**src/rtl/rrpt_pkg.sv**
```systemverilog
// shared types and constants for the russian roulette path terminator
// no dependencies; used by rrpt_div_stage and the top level
package rrpt_pkg;

  localparam int LANES      = 4;
  localparam int LANE_W     = 32;
  localparam int PROB_W     = 17;
  localparam int ETA_W      = 24;
  localparam int DEPTH_W    = 16;
  localparam int SAMPLE_W   = 16;
  localparam int PROD_W     = LANE_W + ETA_W;
  localparam int FRAC_W     = 16;
  localparam int ADDR_W     = 4;
  localparam int DATA_W     = 32;
  localparam int DIV_STAGES = 4;
  localparam int DIV_STEPS  = LANE_W / DIV_STAGES;

  localparam logic [PROB_W-1:0] PROB_ONE = PROB_W'(1) << FRAC_W;

  typedef enum logic [2:0] {
    ST_OK         = 3'd0,
    ST_BAD_POLICY = 3'd1,
    ST_BAD_ETA    = 3'd2,
    ST_ZERO_TP    = 3'd3,
    ST_OVERFLOW   = 3'd4
  } status_t;

  typedef enum logic [1:0] {
    OC_NOT_EVAL   = 2'd0,
    OC_TERMINATED = 2'd1,
    OC_SURVIVED   = 2'd2
  } outcome_t;

  typedef enum logic [1:0] {
    REG_ENABLED = 2'd0,
    REG_FIRST   = 2'd1,
    REG_MIN     = 2'd2,
    REG_MAX     = 2'd3
  } reg_idx_t;

  typedef logic [LANE_W-1:0] lane_t;
  typedef logic [PROB_W-1:0] prob_t;

  // one item inside the divider pipe
  typedef struct packed {
    status_t                status;
    outcome_t               outcome;
    prob_t                  prob;
    logic                   do_div;
    lane_t [LANES-1:0]      lane;
    prob_t [LANES-1:0]      rem;
    lane_t [LANES-1:0]      acc;
  } div_t;

endpackage

```
**src/rtl/rrpt_div_stage.sv**
```systemverilog
// one register stage of the restoring divider, STEPS quotient bits per lane
// depends on rrpt_pkg
module rrpt_div_stage #(
  parameter int STEPS = rrpt_pkg::DIV_STEPS
) (
  input  logic          clk,
  input  logic          rst_n,
  input  logic          en,
  input  logic          in_v,
  input  rrpt_pkg::div_t in_d,
  output logic          out_v,
  output rrpt_pkg::div_t out_d
);

  logic           v_r;
  rrpt_pkg::div_t d_r;
  rrpt_pkg::div_t work;

  always_comb begin
    logic [rrpt_pkg::PROB_W:0] t;
    logic                      qbit;
    work = in_d;
    for (int s = 0; s < STEPS; s++) begin
      for (int l = 0; l < rrpt_pkg::LANES; l++) begin
        t = {work.rem[l], work.acc[l][rrpt_pkg::LANE_W-1]};
        qbit = (t >= {1'b0, work.prob});
        if (qbit) begin
          t = t - {1'b0, work.prob};
        end
        work.rem[l] = t[rrpt_pkg::PROB_W-1:0];
        work.acc[l] = {work.acc[l][rrpt_pkg::LANE_W-2:0], qbit};
      end
    end
  end

  always_ff @(posedge clk) begin
    if (!rst_n) begin
      v_r <= 1'b0;
    end else if (en) begin
      v_r <= in_v;
    end
  end

  always_ff @(posedge clk) begin
    if (en) begin
      d_r <= work;
    end
  end

  assign out_v = v_r;
  assign out_d = d_r;

endmodule

```
**config.mk**
```make
export PLATFORM = sky130hd
export DESIGN_NAME = rrpt_div_stage
export DESIGN_NICKNAME = d
export VERILOG_FILES = /design/src/rtl/rrpt_pkg.sv /design/src/rtl/rrpt_div_stage.sv
export SDC_FILE = /design/constraint.sdc
export NUM_CORES = 2
export LEC_CHECK = 0
export ABC_AREA = 1
export BUFFER_PORTS_ARGS = -buffer_cell sky130_fd_sc_hd__clkbuf_2
export CORE_MARGIN = 2
export CORE_UTILIZATION = 50
export CTS_CLUSTER_DIAMETER = 200
export DETAILED_ROUTE_END_ITERATION = 7
export PLACE_DENSITY_LB_ADDON = 0.3
export REMOVE_ABC_BUFFERS = 1
export SETUP_SLACK_MARGIN = 0.1
export SLEW_MARGIN = 20
export SYNTH_ARGS = -nofsm -noshare
export SYNTH_HDL_FRONTEND = slang
export SYNTH_SLANG_ARGS = --single-unit
```
**constraint.sdc**
```tcl
create_clock -name clk -period 20.2 [get_ports clk]
set_input_delay 4.04 -clock clk [delete_from_list [all_inputs] [get_ports clk]]
set_output_delay 4.04 -clock clk [all_outputs]
set_load 0.03 [all_outputs]
```
==> metrics.md <==
| Metric | Value |
|---|---|
| Status | complete, no violations |
| Final Hold Vio Count | 0 |
| Measured slew at the worst slew-check pin | 1.102 ns |
| Die area | 87280 um^2 |
| Aggregate routed wire length | 182400 um |
| Drc violations | 0 |
| Clk sinks | 348 |
| Slew HR | 0.2654 |
| RePlAce Congestion | 1.005 |
| Worst path arrival time | 19.78 ns |
| # port buffers | 698 |
| Max Fclk | 51.40 MHz |
| Global-route wire length before repair | 264000 um |
| Post-synth EDFFs | 347 |
| CP max stage delay | 0.38 ns |
| Vias | 51860 |
| Die Y-Extent | 295.4 um |
| 1st-iter DRT viols | 3553 |
| Clock period minus worst slack | 19.46 ns |
| Vias in the first global route | 49270 |
| Worst Setup SP | in_d[327] |
| Critical Path RT | 20.53 ns |
| DPL Wire Length | 141100 um |
| Worst Path Max Fanout | 8 |
| Clock slew seen by the registers of the worst setup and hold paths | 0.06 ns |
| Drt first pass iters | 6 |
| Register bit total from synthesis | 348 |
| I/O Pins | 699 |
| Largest net degree at the start of global routing | 85 |
| CTS max path bufs | 3 |
| GRT Total Usage | 0.3864 |
| Clock skew | 0 ns |
| Clk_lat worst skew | 0.60 ns |
| Fillers | 6187 |
| Area taken by flip-flops and latches | 10440 um^2 |
| Crit Reg-Reg Startpoint | out_v |
| Max-cap viol count | 0 |
| H-Tree Depth | 2 |
| RSZ-0062 raised after global routing | true |
| Tcrit/Tclk final | 0.9632 |
| Antenna violations before repair | 24 |
| Async SR Flop Fraction | 0 |
| Library cells used by synthesis | 61 |
| Area growth syn-to-layout | 53.18% |
| Root Driver | clkbuf_16 |
| Syn_area_per_cell | 7.207 um^2 |
| Area of the multi-input gates | 30790 um^2 |
| Number of routed nets with antenna violations | 0 |
| Critical Path Slowest Stage Cell | fa_2 |
| Wire per inst | 18.95 um |
| Chip width | 295.4 um |
| Most frequent CP cell | nand2_1 |
| Hold/Removal Path Class | flop to flop |
| Fin util | 0.7761 |
| Nets@finish | 9368 |
| Final setup viols | 0 |
| Cell Count, Final, Fillers Out | 9622 |
| Layout cells sized above 1 | 0.3783 |
| TritonCTS clock tree | done |
| Min-Delay Startpoint | out_v |
| CP Class | primary input to flop |
| Final global-route overflow total | 0 |
| Placed cells | 9411 |
| Vias per cell | 5.390 |
| Buffers and inverters on the worst path | 25 |
| Core region area | 83820 um^2 |
| Post-Syn Instances | 5893 |
| Mapped Area | 42470 um^2 |
| Number of cell rows | 106 |
| Worst setup EP type | flop |
| Setup_tns | 0 ns |
| Critical path's top delay family | compound AO/OA/AOI/OAI gates |
| Slew Limit Fails | 0 |
| Post-synth top flop | edfxtp_1 |
| Post-CTS Hold Buffers | 0 |
| Ys Warns | 0 |
| Register area share after synthesis | 0.2458 |
| Initial Utilization | 0.5067 |
| Cts bufs inserted | 40 |
| Type of origin of the critical path | primary input |
-- state kept, by name, indices dropped and copies added, names as in the netlist --
| name | cells |
|---|---|
| out_v | 1 |
| out_d | 347 |
-- repair_timing --
action                                  CTS  global route
cloned                                    6            12
pin swaps                                15           184
resized for setup                        57           622
endpoints found under the setup margin   37            72
buffers inserted                         10            94
-- layout by cell type (no fill, tap or decap), types with 21 or more instances in the layout --
cell type  count
edfxtp_1     347
xnor2_1      178
nand3_2       26
a21oi_2      110
nand3_1      245
o21ai_2       99
inv_1        651
nor2_1       247
o21ai_1      149
xor2_1       260
buf_12        22
o21bai_1      46
nand2_2       64
ha_1         496
clkbuf_16     47
o21a_1        26
nor2_2        25
nand2_1     1634
buf_4       1821
clkbuf_2     692
o21ai_0      263
buf_6         31
nand4_1       36
a31oi_1       21
nor3_1        55
a21oi_1      438
a21o_1        32
inv_2         35
ha_4          44
-- cells in the mapped netlist (5+ instances only) --
cell type	n	area (um^2)
o21ai_0	404	2022
a21o_1	32	240.2
o31ai_1	21	157.7
nor3_1	65	325.3
nand3_1	259	1296
buf_2	39	195.2
a21oi_1	551	2758
o211ai_1	11	82.58
o21ai_1	91	455.4
nor2_4	8	90.09
o21a_1	27	202.7
clkbuf_1	8	30.03
edfxtp_1	347	10420
and2_1	6	37.54
nand4_1	36	225.2
o21bai_1	48	360.4
inv_1	678	2545
o21ai_2	27	236.5
inv_2	28	105.1
nand2_2	29	181.4
buf_6	15	168.9
nand2_1	1672	6276
nand3b_1	13	97.59
nor2_1	263	987.2
ha_1	544	6807
a31oi_1	21	131.4
xnor2_1	179	1568
o2111ai_1	5	43.79
xor2_1	260	2277
fa_1	32	640.6
a21boi_0	22	165.2
nor2_2	10	62.56
nor4_1	13	81.33
nand3_4	10	175.2
or2_2	14	87.58
nand3_2	19	190.2
a211oi_1	12	90.09
buf_4	27	202.7
-- kinds of logic after synthesis --
group	share of synthesized area
buf+inv	0.07690
xor+xnor	0.09054
simple gates	0.2425
fa+ha+maj	0.1754
flops	0.2458
compound gates	0.1689
-- routing by layer --
| layer | GRT usage | share of wire | vias up |
|---|---|---|---|
| li1 | - | - | 25060 |
| met4 | 0.2469 | 0.074 | 14 |
| met1 | 0.4458 | 0.38 | 24050 |
| met5 | 0 | 0.00050 | - |
| met2 | 0.6607 | 0.47 | 2053 |
| met3 | 0.06886 | 0.072 | 681 |
-- cell type report --
type / count / share of cell area
clock buffer: 46 / 0.01573
clock inverter: 27 / 0.004789
multi-input combinational: 4753 / 0.4732
inverter: 709 / 0.04222
sequential: 348 / 0.1605
antenna: 16 / 0.0006155
tap: 1134 / 0.02181
timing repair inverter: 2 / 0.0002500
timing repair buffer: 2587 / 0.2809
-- tightest hold or removal path: cells and delay by family, from the launching register on --
family	cells	cell delay (ns)
flip-flops	1	0.35
AO/OA/AOI/OAI	2	0.22
-- worst paths after layout --
path                                   end  slack (ns)  cells after the start
worst max-delay path            out_d[158]        0.74                    112
worst max register to register       out_v       19.49                      2
worst min register to register       out_v        0.60                      2
worst min-delay path                 out_v        0.60                      2
-- stage by stage --
step | setup WS [ns] | instance area [um^2] | hold slack, ns
after floorplan | -1.636 | 41870 | 0.6550
after global placement | -1.004 | 60230 | 0.5320
after detailed placement | -1.378 | 60230 | 0.5930
after CTS | 0.09670 | 61860 | 0.5998
after global routing | -0.2523 | 65040 | 0.6397
final | 0.7439 | 65050 | 0.6019
Power is left out: the tool's default activity adds up to more than one toggle a clock period on the data nets, which glitch-free logic cannot reach.
